===== src/rtl/assert_macros.svh =====
// Assertion macros shared by the keypad scanner modules.
`ifndef ASSERT_MACROS_SVH
`define ASSERT_MACROS_SVH
`ifndef NO_ASSERTIONS
`define ASSERT_NEVER(label, clk, rst, cond) \
  label: assert property (@(posedge clk) disable iff (rst) !(cond)) \
    else $error("assertion failed: condition must never hold");
`define ASSERT_IMPLIES(label, clk, rst, ante, cons) \
  label: assert property (@(posedge clk) disable iff (rst) (ante) |-> (cons)) \
    else $error("assertion failed: implication in same cycle");
`define ASSERT_NEXT(label, clk, rst, ante, cons) \
  label: assert property (@(posedge clk) disable iff (rst) (ante) |=> (cons)) \
    else $error("assertion failed: implication in next cycle");
`else
`define ASSERT_NEVER(label, clk, rst, cond)
`define ASSERT_IMPLIES(label, clk, rst, ante, cons)
`define ASSERT_NEXT(label, clk, rst, ante, cons)
`endif
`endif


===== src/rtl/kpd_pkg.sv =====
// Types, constants and the key decode function of the keypad scanner.
package kpd_pkg;

  localparam int KEYS = 12;

  localparam logic [5:0] KEY_NONE = 6'd0;

  // Row-major key map: 1 2 3 / 4 5 6 / 7 8 9 / * 0 #
  localparam logic [5:0] KEY_MAP [KEYS] = '{
    6'd49, 6'd50, 6'd51, 6'd52, 6'd53, 6'd54,
    6'd55, 6'd56, 6'd57, 6'd42, 6'd48, 6'd35
  };

  localparam logic [15:0] STABLE_TIME_RST  = 16'd22;
  localparam logic [15:0] MIN_INTERVAL_RST = 16'd100;

  localparam logic REG_STABLE_TIME  = 1'b0;
  localparam logic REG_MIN_INTERVAL = 1'b1;

  typedef struct packed {
    logic [5:0]  key_first;
    logic [5:0]  key_confirm;
    logic [31:0] now_ms;
  } item_t;

  // ASCII of the only pressed key, KEY_NONE for no key or several keys.
  function automatic logic [5:0] decode_snapshot(input logic [KEYS-1:0] s);
    logic [5:0] code;
    code = KEY_NONE;
    for (int i = 0; i < KEYS; i++) begin
      if (s == (KEYS'(1) << i)) begin
        code = KEY_MAP[i];
      end
    end
    return code;
  endfunction

endpackage


===== src/rtl/kpd_fifo.sv =====
// Small register queue used between front and back and at the result side.
`include "assert_macros.svh"

module kpd_fifo #(
  parameter int WIDTH = 8,
  parameter int DEPTH = 2
) (
  input  logic             clk,
  input  logic             rst,
  input  logic             wr_en,
  input  logic [WIDTH-1:0] wr_data,
  output logic             full,
  input  logic             rd_en,
  output logic [WIDTH-1:0] rd_data,
  output logic             empty
);

  localparam int PW = $clog2(DEPTH);
  localparam int CW = $clog2(DEPTH + 1);

  logic [WIDTH-1:0] mem [DEPTH];
  logic [PW-1:0]    wr_ptr;
  logic [PW-1:0]    rd_ptr;
  logic [CW-1:0]    count;

  always_ff @(posedge clk) begin
    if (rst) begin
      wr_ptr <= '0;
      rd_ptr <= '0;
      count  <= '0;
    end else begin
      if (wr_en) begin
        wr_ptr <= (wr_ptr == PW'(DEPTH - 1)) ? '0 : wr_ptr + PW'(1);
      end
      if (rd_en) begin
        rd_ptr <= (rd_ptr == PW'(DEPTH - 1)) ? '0 : rd_ptr + PW'(1);
      end
      if (wr_en && !rd_en) begin
        count <= count + CW'(1);
      end else if (!wr_en && rd_en) begin
        count <= count - CW'(1);
      end
    end
  end

  always_ff @(posedge clk) begin
    if (wr_en) begin
      mem[wr_ptr] <= wr_data;
    end
  end

  assign rd_data = mem[rd_ptr];
  assign full    = (count == CW'(DEPTH));
  assign empty   = (count == '0);

  `ASSERT_NEVER(a_no_write_when_full, clk, rst, wr_en && full)
  `ASSERT_NEVER(a_no_read_when_empty, clk, rst, rd_en && empty)
  `ASSERT_NEVER(a_count_in_range, clk, rst, count > CW'(DEPTH))

endmodule


===== src/rtl/kpd_front.sv =====
// Front end: takes a poll beat and decodes both snapshots into key codes.
module kpd_front (
  input  logic              push,
  output logic              full,
  input  logic [11:0]       scan_first,
  input  logic [11:0]       scan_confirm,
  input  logic [31:0]       now_ms,
  input  logic              q_full,
  output logic              q_wr,
  output kpd_pkg::item_t    q_item
);

  assign full = q_full;
  assign q_wr = push && !q_full;

  always_comb begin
    q_item.key_first   = kpd_pkg::decode_snapshot(scan_first);
    q_item.key_confirm = kpd_pkg::decode_snapshot(scan_confirm);
    q_item.now_ms      = now_ms;
  end

endmodule


===== src/rtl/kpd_back.sv =====
// Back end: debounce state, timing checks and configuration registers.
`include "assert_macros.svh"

module kpd_back (
  input  logic           clk,
  input  logic           rst,
  input  logic           cfg_wen,
  input  logic           cfg_index,
  input  logic [15:0]    cfg_data,
  input  logic           q_empty,
  input  kpd_pkg::item_t q_item,
  output logic           q_rd,
  input  logic           res_full,
  output logic           res_wr,
  output logic [5:0]     res_code
);

  logic [15:0] stable_time;
  logic [15:0] min_interval;

  logic        await_release, await_release_next;
  logic [5:0]  candidate_key, candidate_key_next;
  logic [31:0] stable_start, stable_start_next;
  logic [31:0] last_emit, last_emit_next;

  logic [31:0] stable_elapsed;
  logic [31:0] emit_elapsed;
  logic        stable_short;
  logic        interval_short;

  always_ff @(posedge clk) begin
    if (rst) begin
      stable_time  <= kpd_pkg::STABLE_TIME_RST;
      min_interval <= kpd_pkg::MIN_INTERVAL_RST;
    end else if (cfg_wen) begin
      case (cfg_index)
        kpd_pkg::REG_STABLE_TIME:  stable_time  <= cfg_data;
        kpd_pkg::REG_MIN_INTERVAL: min_interval <= cfg_data;
        default: ;
      endcase
    end
  end

  assign q_rd   = !q_empty && !res_full;
  assign res_wr = q_rd;

  assign stable_elapsed = q_item.now_ms - stable_start;
  assign emit_elapsed   = q_item.now_ms - last_emit;
  assign stable_short   = stable_elapsed < {16'd0, stable_time};
  assign interval_short = (last_emit != '0) && (emit_elapsed < {16'd0, min_interval});

  always_comb begin
    await_release_next = await_release;
    candidate_key_next = candidate_key;
    stable_start_next  = stable_start;
    last_emit_next     = last_emit;
    res_code           = kpd_pkg::KEY_NONE;
    if (await_release) begin
      if (q_item.key_first == kpd_pkg::KEY_NONE) begin
        await_release_next = 1'b0;
        candidate_key_next = kpd_pkg::KEY_NONE;
        stable_start_next  = '0;
      end
    end else if (q_item.key_first == kpd_pkg::KEY_NONE) begin
      candidate_key_next = kpd_pkg::KEY_NONE;
      stable_start_next  = '0;
    end else if (q_item.key_first != candidate_key) begin
      candidate_key_next = q_item.key_first;
      stable_start_next  = q_item.now_ms;
    end else if (stable_short || interval_short) begin
      // still settling or too soon after the last emit
    end else if (q_item.key_confirm != q_item.key_first) begin
      candidate_key_next = kpd_pkg::KEY_NONE;
      stable_start_next  = '0;
    end else begin
      last_emit_next     = q_item.now_ms;
      await_release_next = 1'b1;
      candidate_key_next = kpd_pkg::KEY_NONE;
      stable_start_next  = '0;
      res_code           = q_item.key_first;
    end
  end

  always_ff @(posedge clk) begin
    if (rst) begin
      await_release <= 1'b0;
      candidate_key <= kpd_pkg::KEY_NONE;
      stable_start  <= '0;
      last_emit     <= '0;
    end else if (q_rd) begin
      await_release <= await_release_next;
      candidate_key <= candidate_key_next;
      stable_start  <= stable_start_next;
      last_emit     <= last_emit_next;
    end
  end

  `ASSERT_NEVER(a_no_candidate_while_waiting, clk, rst,
                await_release && (candidate_key != kpd_pkg::KEY_NONE))
  `ASSERT_IMPLIES(a_start_clear_without_candidate, clk, rst,
                  candidate_key == kpd_pkg::KEY_NONE, stable_start == '0)
  `ASSERT_NEXT(a_emit_arms_release, clk, rst,
               res_wr && (res_code != kpd_pkg::KEY_NONE), await_release)

endmodule


===== src/rtl/keypad_scan_debounce.sv =====
// Top level of the debounced 4x3 keypad scanner.
// Each poll beat (two 12-bit snapshots and a millisecond tick) yields exactly one
// result beat: the ASCII code of a debounced key, or zero. The front decodes both
// snapshots, a queue of QUEUE_DEPTH entries hands the poll to the back, which holds
// the debounce state and the two 32-bit elapsed-time compares, and a result queue of
// the same depth holds answers until popped. One poll is taken per cycle while full
// is low. A poll's result goes through the item queue, the back and the result queue
// before it can be popped. While the result queue is full the back stalls, and full
// rises once the item queue has filled as well. Registers:
// index 0 stable_time_ms (reset 22), index 1 min_interval_ms (reset 100).
module keypad_scan_debounce #(
  parameter int QUEUE_DEPTH = 2
) (
  input  logic        clk,
  input  logic        rst,
  input  logic        push,
  output logic        full,
  input  logic [11:0] scan_first,
  input  logic [11:0] scan_confirm,
  input  logic [31:0] now_ms,
  output logic        empty,
  input  logic        pop,
  output logic [5:0]  key_code,
  input  logic        cfg_wen,
  input  logic        cfg_index,
  input  logic [15:0] cfg_data
);

  localparam int ITEM_W = $bits(kpd_pkg::item_t);

  kpd_pkg::item_t fq_wr_item;
  kpd_pkg::item_t fq_rd_item;
  logic           fq_wr, fq_full, fq_rd, fq_empty;
  logic           res_wr, res_full;
  logic [5:0]     res_code;

  kpd_front u_front (
    .push         (push),
    .full         (full),
    .scan_first   (scan_first),
    .scan_confirm (scan_confirm),
    .now_ms       (now_ms),
    .q_full       (fq_full),
    .q_wr         (fq_wr),
    .q_item       (fq_wr_item)
  );

  kpd_fifo #(
    .WIDTH (ITEM_W),
    .DEPTH (QUEUE_DEPTH)
  ) u_item_q (
    .clk     (clk),
    .rst     (rst),
    .wr_en   (fq_wr),
    .wr_data (fq_wr_item),
    .full    (fq_full),
    .rd_en   (fq_rd),
    .rd_data (fq_rd_item),
    .empty   (fq_empty)
  );

  kpd_back u_back (
    .clk       (clk),
    .rst       (rst),
    .cfg_wen   (cfg_wen),
    .cfg_index (cfg_index),
    .cfg_data  (cfg_data),
    .q_empty   (fq_empty),
    .q_item    (fq_rd_item),
    .q_rd      (fq_rd),
    .res_full  (res_full),
    .res_wr    (res_wr),
    .res_code  (res_code)
  );

  kpd_fifo #(
    .WIDTH (6),
    .DEPTH (QUEUE_DEPTH)
  ) u_res_q (
    .clk     (clk),
    .rst     (rst),
    .wr_en   (res_wr),
    .wr_data (res_code),
    .full    (res_full),
    .rd_en   (pop && !empty),
    .rd_data (key_code),
    .empty   (empty)
  );

endmodule


===== config.mk =====
export PLATFORM = sky130hd
export DESIGN_NAME = keypad_scan_debounce
export DESIGN_NICKNAME = d
export VERILOG_FILES = /design/src/rtl/kpd_pkg.sv /design/src/rtl/kpd_fifo.sv /design/src/rtl/kpd_front.sv /design/src/rtl/kpd_back.sv /design/src/rtl/keypad_scan_debounce.sv
export VERILOG_INCLUDE_DIRS = /design/src /design/src/rtl
export SDC_FILE = /design/constraint.sdc
export NUM_CORES = 1
export LEC_CHECK = 0
export BUFFER_PORTS_ARGS = -buffer_cell sky130_fd_sc_hd__buf_2
export CORE_MARGIN = 5
export CORE_UTILIZATION = 63
export CTS_CLUSTER_SIZE = 28
export DETAILED_ROUTE_END_ITERATION = 12
export PLACE_DENSITY_LB_ADDON = 0.05
export SLEW_MARGIN = 30
export SYNTH_ARGS = -nofsm -noshare
export SYNTH_HDL_FRONTEND = slang
export SYNTH_SLANG_ARGS = --single-unit
export TNS_END_PERCENT = 100

===== constraint.sdc =====
create_clock -name clk -period 7.8 [get_ports clk]
set_input_delay 0.78 -clock clk [delete_from_list [all_inputs] [get_ports clk]]
set_output_delay 0.78 -clock clk [all_outputs]
set_load 0.03 [all_outputs]

Word level (Yosys, flattened, before mapping)
Memories as Yosys holds them, arrays and structs flattened. A register that Yosys moved wholly into a read port is not among the register bits.
Cells that the tools add are included.

word-level totals
  register bits after elaboration = 111
  bits in writable memories = 100
  bits of input ports = 78
  output and inout port bits = 8
  word-level logic and storage cells = 149
  memories kept = 2

cells by class
  $add $sub $neg = 10
  magnitude comparators = 2
  equal/unequal tests = 30
  mux-type cells = 61
  bitwise gates (word level) = 6
  reduce and logical (&&, ||, !) cells = 26

memory list
  name          words  width  read ports  clocked after Yosys merged registers in  write ports  RTL line        RTL
  u_item_q.mem  2      44     1           1                                        1            kpd_fifo.sv:21  logic [WIDTH-1:0] mem [DEPTH];
  u_res_q.mem   2      6      1           1                                        1            kpd_fifo.sv:21

operators by type and width
  operator                                          number
  2-to-1 mux 6 bit                                  34
  2-to-1 mux 32 bit                                 5
  < comparator 32 x 16 -> 1 bit                     2
  subtractor 32 bit                                 2
  nonzero test 32 bit                               1
  == test 12 x 1 -> 1 bit (second input constant)   2
  == test 12 x 10 -> 1 bit (second input constant)  2
  == test 12 x 11 -> 1 bit (second input constant)  2
  == test 12 bit (second input constant)            2
  == test 12 x 2 -> 1 bit (second input constant)   2
  == test 12 x 3 -> 1 bit (second input constant)   2
  == test 12 x 4 -> 1 bit (second input constant)   2
  == test 12 x 5 -> 1 bit (second input constant)   2
  == test 12 x 6 -> 1 bit (second input constant)   2
  == test 12 x 7 -> 1 bit (second input constant)   2
  == test 12 x 8 -> 1 bit (second input constant)   2
  == test 12 x 9 -> 1 bit (second input constant)   2
  2-to-1 mux 1 bit                                  18
  != test 6 bit                                     2
  logical AND 1 bit                                 8
  2-to-1 mux 2 bit                                  4
  zero test 1 bit                                   7
  zero test 6 bit                                   1
  NOT 1 bit                                         6
  12 further kinds                                  21

Depth between registers and ports, before layout
Gate-level depths: netlist of run 1.

  depth in word-level cells = 13
  gate-level depth with buffers = 25
  gate-level depth less buffers = 20

By module
A second synthesis of run 1 with hierarchy kept.

second synthesis, totals
  cells, all modules = 1613
  area, all modules = 14650.3 um^2

modules (own cells, without submodules)
  module                times used  cells each  area an instance (um^2)  seq. area each (um^2)
  kpd_back              1           1273        9684.3                   2062.0
  kpd_fifo at u_item_q  1           159         3380.7                   2742.6
  kpd_front             1           139         932.1                    0.0
  kpd_fifo at u_res_q   1           41          639.4                    460.4
  keypad_scan_debounce  1           1           13.8                     0.0

Worst setup path before layout of run 1
Ideal clock, no wire load.

  path kind = reg2reg
  start point = register (tool-made name)
  end point = memory u_res_q.mem[0][0], data pin
  library setup time = 274 ps
  arrival = 5525 ps
  data required time = 7526 ps
  setup slack = 2001 ps
  cell stages (with the launch flop) = 23
  path buffers = 3
  period minus slack after synthesis = 5799 ps
  path through = dfxtp_1 > buf_2 > buf_1 > clkbuf_1 > mux2i_1 > ha_1 > inv_1 > fa_1 > a21o_1 > a221o_1 > o21ai_2 > o21ai_1 > xor2_1 > ha_1 > a21o_1 > a21oi_1 > o21ai_0 > or4_1 > nand4bb_1 > nor4_1 > nand4_1 > o221ai_1 > nor2_1

RTL lines
  what       RTL line
  to (decl)  kpd_fifo.sv:21

==> impl_metrics.json, run 1 <==
{
  "syn-num-nets": 1851,
  "vias_per_cell": 6.49,
  "num_rows": 56,
  "cts_buffers": 23,
  "syn_area_um2": 14900,
  "cts_buffer_depth": 3,
  "cts_tree": "done",
  "p_seq_share_pct": 24.2,
  "vias": 13173,
  "path_clk_slew_ns": 0.06,
  "remaining_drc_errors": 0,
  "fin_crit_sh_pct": 80.8,
  "drv_cap": 0,
  "cts_resized": 0,
  "ios": 86,
  "synth_warnings": 0,
  "intPower_w": 0.00334,
  "synth_flop_cell": "dfxtp_1",
  "tightest_slew_ns": 0.886,
  "place.gp.congestion": 0.997,
  "grt_max_degree": 86,
  "place_hpwl_um": 30200,
  "p_switching_w": 0.00286,
  "htreeDepth": 1,
  "track_usage_pct": 30.0,
  "synth_common_cells": "150 x inv_1, 149 x nand2_1, 114 x a21oi_1, 114 x nor2_1, 113 x dfxtp_1",
  "syn_avg_cell_area_um2": 8.92,
  "grt_setup_unrepaired": "false",
  "synth.most_common_cell": "inv_1",
  "die_w_um": 164,
  "io_buffer_count": 85,
  "relSlewSlack_pct": 40.9,
  "wire_per_inst_um": 20.1,
  "finClkSkew_ns": 0.0121,
  "cp-start-kind": "flop",
  "maxSlewViolCount": 0,
  "dp.cells": 1989,
  "core_um2": 23400,
  "end_kind": "flop",
  "clk_latency_ns": 0.53,
  "synthArstFlopShare_pct": 0,
  "swShare_pct": 46.1,
  "diodes": 0,
  "power-per-cell-area_nw_per_um2": 383,
  "p_comb_share_pct": 58.1,
  "crit_type": "flop to flop",
  "fmax_ghz": 0.159,
  "drt_pass1_iterations": 5,
  "ys_ff_latch": 213,
  "antenna_found_initial": 1,
  "grt_pass1_wl_um": 65200,
  "ys_top_cells_by_area": "edfxtp_1 20%, dfxtp_1 15%, ha_1 8.0%",
  "final_cells": 2030,
  "start_util_pct": 63.8,
  "postRouteAntennaNets": 0,
  "area_growth_syn_to_layout_pct": 8.50,
  "status": "completed",
  "drive_above_1_share_pct": 13.0,
  "clkPwrFrac_pct": 17.7,
  "drtIter0Drc": 1352,
  "synthDistinctLibCells": 74,
  "cts_num_sinks": 213,
  "post-route-util_pct": 69.3,
  "worstPathMaxFanout": 32,
  "drt_wl_total_um": 40900,
  "period_needed_ns": 6.30,
  "die_h_um": 164,
  "power.leakage_nw": 6.02,
  "cp.required_ns": 8.04,
  "overflow": 0,
  "hp-class": "input pin to flop",
  "ys_seq_area_share_pct": 35.2,
  "setup_tns_ns": 0,
  "yosysTopAreaCell": "edfxtp_1",
  "post_cts_buffers": 0,
  "cts_hold_buf": 0,
  "fillers": 1855,
  "worst_ep_arrival_time_ns": 6.54,
  "synth_top_area_share_pct": 20.1,
  "grt_pass1_vias": 12494,
  "peakVddDrop_v": 0.000234,
  "finalHoldViolCount": 0,
  "synth_edf_count": 100,
  "final_nets": 1871,
  "clock-root-buffer": "clkbuf_16",
  "postSynthCellCount": 1675,
  "setup_viol": 0,
  "die_area_um2": 26900
}
power groups by stage:
stage | clock network (W) | logic (W) | registers [W]
final | 0.00110 | 0.00361 | 0.00150
after global routing | 0.00117 | 0.00394 | 0.00152
after CTS | 0.00112 | 0.00354 | 0.00150
after detailed placement | 0 | 0.00352 | 0.00152
after global placement | 0 | 0.00347 | 0.00151
after floorplan | 0 | 0.00266 | 0.00148
cell families after synthesis:
family                     Yosys count  synth area share, %
buffers and inverters              254                 6.94
adders and majority gates           98                 8.31
and+or+nand+nor                    506                 16.5
xor gates and xnor gates            79                 4.63
DFF                                213                 35.2
AOI/OAI and AO/OA                  465                 24.3
muxes                               60                 4.09
metrics by stage:
step | hold WS (ns) | area, um2 | total power, W | setup WS, ns
floorplan | 0.434 | 14900 | 0.00414 | 2.00
global placement | 0.445 | 15400 | 0.00498 | 1.86
detailed placement | 0.450 | 15400 | 0.00504 | 1.70
CTS | 0.423 | 16200 | 0.00615 | 1.67
global route | 0.421 | 16200 | 0.00663 | 1.28
finish | 0.440 | 16200 | 0.00621 | 1.50
final cells by class:
class / instances / area [um2] / share of cell area, %
tap: 319 / 399 / 2.46
clock inverter: 7 / 96.3 / 0.594
timing repair buffer: 99 / 549 / 3.39
sequential: 213 / 5270 / 32.5
clock buffer: 34 / 667 / 4.11
inverter: 150 / 563 / 3.47
multi-input combinational: 1208 / 8670 / 53.5
metal layers:
metal | global-route usage (%) | vias up | part of all wire (%)
met5 | 0 | - | 0.022
met4 | 8.12 | 2 | 2.8
met3 | 5.50 | 80 | 7.1
met2 | 49.2 | 508 | 46
met1 | 41.0 | 6327 | 44
li1 | - | 6256 | -
worst paths after layout:
check,to,slack [ns],from,depth (start not counted)
setup / recovery,u_res_q.mem[0][3]$_DFFE_PP_,1.50,flop,20
hold / removal,u_item_q.mem[0][3]$_DFFE_PP_,0.44,now_ms[3],1
setup reg to reg,u_res_q.mem[0][3]$_DFFE_PP_,1.50,flop,20
hold reg to reg,u_back.stable_time[14]$_SDFFE_PP0P_,0.46,u_back.stable_time[14]$_SDFFE_PP0P_,2
registers in the layout, summed over array words and instances, names as in the netlist, 2 cells and up, named ones only:
name                  count
u_back.stable_start      32
u_back.stable_time       16
u_item_q.mem             88
u_back.candidate_key      6
u_back.min_interval      16
u_item_q.count            2
u_back.last_emit         32
u_res_q.count             2
u_res_q.mem              12
critical path, stage by stage (launching register included):
cell,delay [ns]
dfxtp_2,0.56
buf_4,0.55
mux2i_1,0.40
inv_1,0.13
ha_1,0.46
inv_1,0.13
nor3_1,0.24
a22oi_1,0.15
o211a_1,0.22
xnor2_1,0.15
ha_1,0.32
a21o_1,0.16
a21o_1,0.16
a21oi_1,0.13
o21ai_0,0.13
or4_1,0.53
nand4bb_1,0.19
nor4_1,0.29
nand4_1,0.25
o221ai_1,0.68
nor2_1,0.15
cells in the final DEF (no fill, tap or decap), drive strengths merged, types with 10 or more instances in the layout:
cell type,count
or4,10
nand4,26
xnor2,39
o41ai,35
nand3,65
o21a,12
nor4,56
o21ai,80
nor3,21
xor2,40
nor2,114
o21bai,11
clkbuf,34
mux2i,51
nand2,149
nand2b,17
dfxtp,113
a21oi,117
ha,96
a21o,24
a31oi,44
o211ai,56
edfxtp,100
buf,99
o311ai,40
inv,151
Note: power is estimated with default switching activity, not from simulation.
==> run 2, diff against run 1 <==
--- a/config.mk
+++ b/config.mk
@@ -6,6 +6,7 @@
 export SDC_FILE = /design/constraint.sdc
 export NUM_CORES = 1
 export LEC_CHECK = 0
+export ABC_AREA = 1
 export BUFFER_PORTS_ARGS = -buffer_cell sky130_fd_sc_hd__buf_2
 export CORE_MARGIN = 5
 export CORE_UTILIZATION = 63
==> constraint.sdc (replaced) <==
create_clock -name clk -period 6 [get_ports clk]
set_input_delay 0.6 -clock clk [delete_from_list [all_inputs] [get_ports clk]]
set_output_delay 0.6 -clock clk [all_outputs]
set_load 0.03 [all_outputs]
==> impl_metrics.json, run 2 <==
{
  "die_area_um2": 27000,
  "crit_type": "flop to flop",
  "drt_pass1_iterations": 5,
  "die_h_um": 164,
  "fin_crit_sh_pct": 87.0,
  "hp-class": "input pin to flop",
  "grt_pass1_vias": 12846,
  "synth_top_area_share_pct": 20.1,
  "hold_path_end": "u_item_q.mem[0][18]$_DFFE_PP_",
  "reg2reg_slack_ns": 0.78,
  "antenna_found_initial": 0,
  "num_rows": 56,
  "drv_cap": 0,
  "ys_ff_latch": 213,
  "wl_met2_um": 17100,
  "htreeDepth": 1,
  "synthDistinctLibCells": 43,
  "r2r-end": "u_back.candidate_key[2]$_SDFFE_PP0P_",
  "min_path_cells": 1,
  "cts_num_sinks": 213,
  "finClkSkew_ns": 0.0269,
  "track_usage_pct": 28.3,
  "drive_above_1_share_pct": 7.48,
  "synth.most_common_cell": "nand2_1",
  "diodes": 0,
  "fillers": 2048,
  "maxSlewViolCount": 0,
  "wl_met1_um": 16900,
  "dr.max_layer_used": "met4",
  "postRouteAntennaNets": 0,
  "worstPathMaxFanout": 75,
  "ys_top_cells_by_area": "edfxtp_1 20%, nand2_1 17%, dfxtp_1 15%",
  "final_nets": 2511,
  "die_w_um": 164,
  "overflow": 0,
  "grt_setup_unrepaired": "false",
  "drtIter0Drc": 1097,
  "grt_max_degree": 104,
  "critPathMaxStageDelay_ns": 0.92,
  "hp-start": "now_ms[18]",
  "cts_buffer_depth": 3,
  "power.leakage_nw": 8.45,
  "synth_warnings": 0,
  "finalHoldViolCount": 0,
  "peakVddDrop_v": 0.000422,
  "clk_latency_ns": 0.53,
  "final-seq-area_um2": 5270,
  "multi_input_area_um2": 7810,
  "setup_viol": 0,
  "relSlewSlack_pct": 40.4,
  "ys_seq_area_share_pct": 35.2,
  "synth_flop_cell": "dfxtp_1",
  "clock-root-buffer": "clkbuf_16",
  "wl_met3_um": 2830,
  "syn_area_um2": 15000,
  "drt_wl_total_um": 38300,
  "start_util_pct": 63.8,
  "cts_hold_buf": 0,
  "area_growth_syn_to_layout_pct": 9.91,
  "synth_edf_count": 100,
  "wire_per_inst_um": 14.3,
  "grt_pass1_wl_um": 61800,
  "end_kind": "flop",
  "io_buffer_count": 85,
  "cp-start-kind": "flop",
  "period_needed_ns": 5.22,
  "status": "completed",
  "worst_ep_arrival_time_ns": 5.67,
  "synthArstFlopShare_pct": 0,
  "core_um2": 23500,
  "reg2reg_depth": 29,
  "place_hpwl_um": 30000,
  "regMostFlops": "u_item_q.mem",
  "yosysTopAreaCell": "edfxtp_1",
  "ios": 86,
  "cp.required_ns": 6.45,
  "postSynthCellCount": 2269,
  "syn_avg_cell_area_um2": 6.60,
  "synth_common_cells": "669 x nand2_1, 433 x inv_1, 279 x nor2_1",
  "cts_tree": "done",
  "cts_buffers": 24,
  "place.gp.congestion": 1.00,
  "remaining_drc_errors": 0,
  "post_cts_buffers": 0,
  "whs_ns": 0.254,
  "vias_per_cell": 5.24,
  "fmax_ghz": 0.191,
  "slowest_stage": "dfxtp_2",
  "reg.largest.list": "u_item_q.mem (88), u_back.last_emit (32), u_back.stable_start (32)",
  "cts_resized": 0,
  "crit_top_cell": "nand2_1",
  "largest_reg_flops": 88,
  "power-per-cell-area_nw_per_um2": 541,
  "path_clk_slew_ns": 0.06,
  "syn-num-nets": 2445,
  "final_cell_mix": "669 x nand2_1, 433 x inv_1, 277 x nor2_1",
  "mostFrequentLayoutCell": "nand2_1",
  "setup_tns_ns": 0,
  "tightest_slew_ns": 0.894,
  "vias": 14008
}
run 2: changes by cell type after synthesis, moves of 49 or more:
cell / delta
clkbuf_1: -56
nor4_1: -49
nand3_1: +79
o211ai_1: -50
mux2i_1: -49
inv_1: +283
nand2_1: +520
nor2_1: +165
run 2: cell type report:
class                      count  area share (%)
clock buffer                  32            4.08
timing repair buffer          94            3.02
tap                          319            2.43
clock inverter                11           0.981
sequential                   213            32.0
multi-input combinational   1561            47.4
inverter                     441            10.1
run 2: per-layer routing:
metal	GRT usage, %	up-vias
met1	38.6	6262
met4	9.95	0
li1	-	7218
met3	4.49	81
met5	0	-
met2	46.0	447
run 2: logic make-up (layout without fill, tap and decap cells):
group                      count (synthesis)  after routing  synth area share [%]
and+or+nand+nor                         1175           1175                  32.3
buffers and inverters                    495            578                  12.9
AOI/OAI and AO/OA                        240            240                  8.44
DFF                                      213            213                  35.2
adders and majority gates                 98             98                  8.29
xor gates and xnor gates                  39             39                  2.28
muxes                                      9              9                 0.660
run 2: how the worst max path moves through the flow:
stage          from                              endpoint  slack (ns)  cells after the start
6_report       flop  u_back.candidate_key[2]$_SDFFE_PP0P_        0.78                     29
4_1_cts        flop  u_back.candidate_key[2]$_SDFFE_PP0P_        0.83                     29
3_5_place_dp   flop  u_back.candidate_key[2]$_SDFFE_PP0P_        0.86                     29
3_3_place_gp   flop  u_back.candidate_key[2]$_SDFFE_PP0P_        0.92                     29
2_1_floorplan  flop  u_back.candidate_key[0]$_SDFFE_PP0P_        1.85                     31
5_1_grt        flop  u_back.stable_start[19]$_SDFFE_PP0P_        0.27                     28
run 2: through the flow:
step | power [W] | utilization, % | instances | worst slack [ns] | instance area (um2)
6_report | 0.00891 | 70.1 | 2671 | 0.777 | 16500
5_1_grt | 0.00977 | 70.1 | 2671 | 0.272 | 16500
4_1_cts | 0.00887 | 70.1 | 2671 | 0.827 | 16500
3_5_place_dp | 0.00732 | 66.5 | 2628 | 0.864 | 15600
3_3_place_gp | 0.00720 | 66.5 | 2628 | 0.922 | 15600
2_1_floorplan | 0.00602 | - | 2269 | 1.85 | 15000
run 2: report_power, final:
group	internal [W]	switching, W	total (W)
Combinational	0.00187	0.00358	0.00545
Sequential	0.00179	0.000148	0.00193
Clock	0.000923	0.000602	0.00153
run 2: critical path: cells and delay by family, from the launching register on:
kind	cells	cell delay, ns
compound gates	3	0.75
xor+xnor	1	0.16
fa+ha+maj	3	0.94
buf+inv	2	0.69
flops	1	0.92
simple gates	20	1.67
==> run 3, diff against run 2 <==
--- a/config.mk
+++ b/config.mk
@@ -8,7 +8,6 @@
 export LEC_CHECK = 0
 export ABC_AREA = 1
 export BUFFER_PORTS_ARGS = -buffer_cell sky130_fd_sc_hd__buf_2
-export CORE_MARGIN = 5
 export CORE_UTILIZATION = 63
 export CTS_CLUSTER_SIZE = 28
 export DETAILED_ROUTE_END_ITERATION = 12
==> impl_metrics.json, run 3 (synthesis gave the netlist of run 2 again) <==
{
  "place.gp.congestion": 0.967,
  "crit_top_cell": "nand2_1",
  "intPower_w": 0.00467,
  "finClkSkew_ns": 0.0261,
  "antenna_found_initial": 0,
  "cts_num_sinks": 213,
  "wire_per_inst_um": 14.1,
  "period_needed_ns": 5.36,
  "track_usage_pct": 31.3,
  "clkPwrFrac_pct": 17.9,
  "grt_max_degree": 76,
  "relSlewSlack_pct": 39.8,
  "worstPathMaxFanout": 75,
  "fin_crit_sh_pct": 89.3,
  "cts_resized": 0,
  "post_cts_buffers": 0,
  "finalHoldViolCount": 0,
  "mostFrequentLayoutCell": "nand2_1",
  "critPathMaxStageDelay_ns": 0.92,
  "grt_setup_unrepaired": "false",
  "power-per-cell-area_nw_per_um2": 546,
  "start_util_pct": 64.0,
  "remaining_drc_errors": 0,
  "setup_viol": 0,
  "p_seq_share_pct": 21.4,
  "drt_pass1_iterations": 5,
  "die_area_um2": 24400,
  "final_cells": 2673,
  "drv_cap": 0,
  "num_rows": 56,
  "min_path_cells": 1,
  "maxSlewViolCount": 0,
  "grt_pass1_wl_um": 60600,
  "core_um2": 23400,
  "power.leakage_nw": 8.49,
  "area_growth_syn_to_layout_pct": 10.4,
  "p_total_w": 0.00903,
  "cts_buffers": 24,
  "status": "completed",
  "drtIter0Drc": 1151,
  "worst_ep_arrival_time_ns": 5.78,
  "final_cell_mix": "669 x nand2_1, 433 x inv_1, 277 x nor2_1",
  "placed_cell_area_um2": 15600,
  "dp.cells": 2628,
  "path_clk_slew_ns": 0.06,
  "overflow": 0,
  "cp-start-kind": "flop",
  "crit_type": "flop to flop",
  "drive_above_1_share_pct": 7.48,
  "grt_pass1_vias": 12535,
  "peakVddDrop_v": 0.000303,
  "hold_path_end": "u_item_q.mem[1][6]$_DFFE_PP_",
  "reg.largest.list": "u_item_q.mem (88), u_back.last_emit (32), u_back.stable_start (32)",
  "io_buffer_count": 85,
  "hp-start": "now_ms[6]",
  "p_comb_share_pct": 60.7,
  "fmax_ghz": 0.187,
  "drt_wl_total_um": 37800,
  "reg2reg_depth": 29,
  "swShare_pct": 48.2,
  "ios": 86,
  "end_kind": "flop",
  "tightest_slew_ns": 0.903,
  "largest_reg_flops": 88,
  "cts_hold_buf": 0,
  "reg2reg_slack_ns": 0.64,
  "place_hpwl_um": 29400,
  "cts_tree": "done",
  "cts_buffer_depth": 3,
  "clk_latency_ns": 0.54,
  "vias_per_cell": 5.25,
  "p_switching_w": 0.00436,
  "r2r-end": "u_back.candidate_key[2]$_SDFFE_PP0P_",
  "regMostFlops": "u_item_q.mem",
  "vias": 14028,
  "whs_ns": 0.251,
  "htreeDepth": 1,
  "postRouteAntennaNets": 0,
  "die_h_um": 156,
  "final_nets": 2512,
  "hp-class": "input pin to flop",
  "die_w_um": 156,
  "design_area_um2": 16500,
  "clock-root-buffer": "clkbuf_16",
  "cp.required_ns": 6.42,
  "setup_tns_ns": 0,
  "diodes": 0,
  "slowest_stage": "dfxtp_2"
}
==> run 3: changes by cell type in the layout (fill, tap and decap cells not counted), sizes merged <==
cell	previous run	this run
clkinv	2	8
clkbuf	32	27
bufinv	3	6
clkinvlp	5	2
buf	94	95
==> run 3: power groups by stage <==
stage | clock, W | sequential, W | combinational (W)
2_1_floorplan | 0 | 0.00189 | 0.00413
3_3_place_gp | 0 | 0.00195 | 0.00524
3_5_place_dp | 0 | 0.00196 | 0.00536
4_1_cts | 0.00163 | 0.00193 | 0.00539
5_1_grt | 0.00169 | 0.00196 | 0.00624
6_report | 0.00161 | 0.00193 | 0.00549
==> run 3: worst max-delay path by stage <==
stage | startpoint | end | slack, ns
floorplan | flop | u_back.candidate_key[0]$_SDFFE_PP0P_ | 1.85
global placement | flop | u_back.candidate_key[2]$_SDFFE_PP0P_ | 0.97
detailed placement | flop | u_back.candidate_key[2]$_SDFFE_PP0P_ | 0.85
CTS | flop | u_back.candidate_key[2]$_SDFFE_PP0P_ | 0.69
global route | flop | u_back.candidate_key[2]$_SDFFE_PP0P_ | 0.25
finish | flop | u_back.candidate_key[2]$_SDFFE_PP0P_ | 0.64
==> run 3: layout make-up <==
| class | count | area (um2) |
|---|---|---|
| multi-input cells | 1561 | 7810 |
| fillers | 2072 | 6870 |
| flip-flops and latches | 213 | 5270 |
| inverters | 441 | 1660 |
| clock buffers | 27 | 612 |
| repair buffers | 95 | 520 |
| well taps | 319 | 399 |
| clock inverters | 17 | 269 |
==> run 3: metrics by stage <==
step / worst slack (ns) / util [%]
3_3_place_gp: 0.971 / 66.7
2_1_floorplan: 1.85 / -
6_report: 0.639 / 70.6
4_1_cts: 0.690 / 70.5
5_1_grt: 0.249 / 70.6
3_5_place_dp: 0.848 / 66.8
==> run 3: metal layers <==
layer,part of all wire (%),global-route usage (%),up-vias
met5,0,0,-
met4,2.6,9.20,0
met3,6.2,3.03,63
met2,45,51.4,432
met1,46,43.5,6313
li1,-,-,7220
==> run 3: worst max-delay path, delay by kind of cell, from the launching register on <==
| family | cells | cell delay [ns] |
|---|---|---|
| simple gates | 21 | 2.16 |
| flops | 1 | 0.92 |
| fa+ha+maj | 2 | 0.66 |
| compound gates | 3 | 0.65 |
| buf+inv | 2 | 0.62 |
| xor+xnor | 1 | 0.21 |
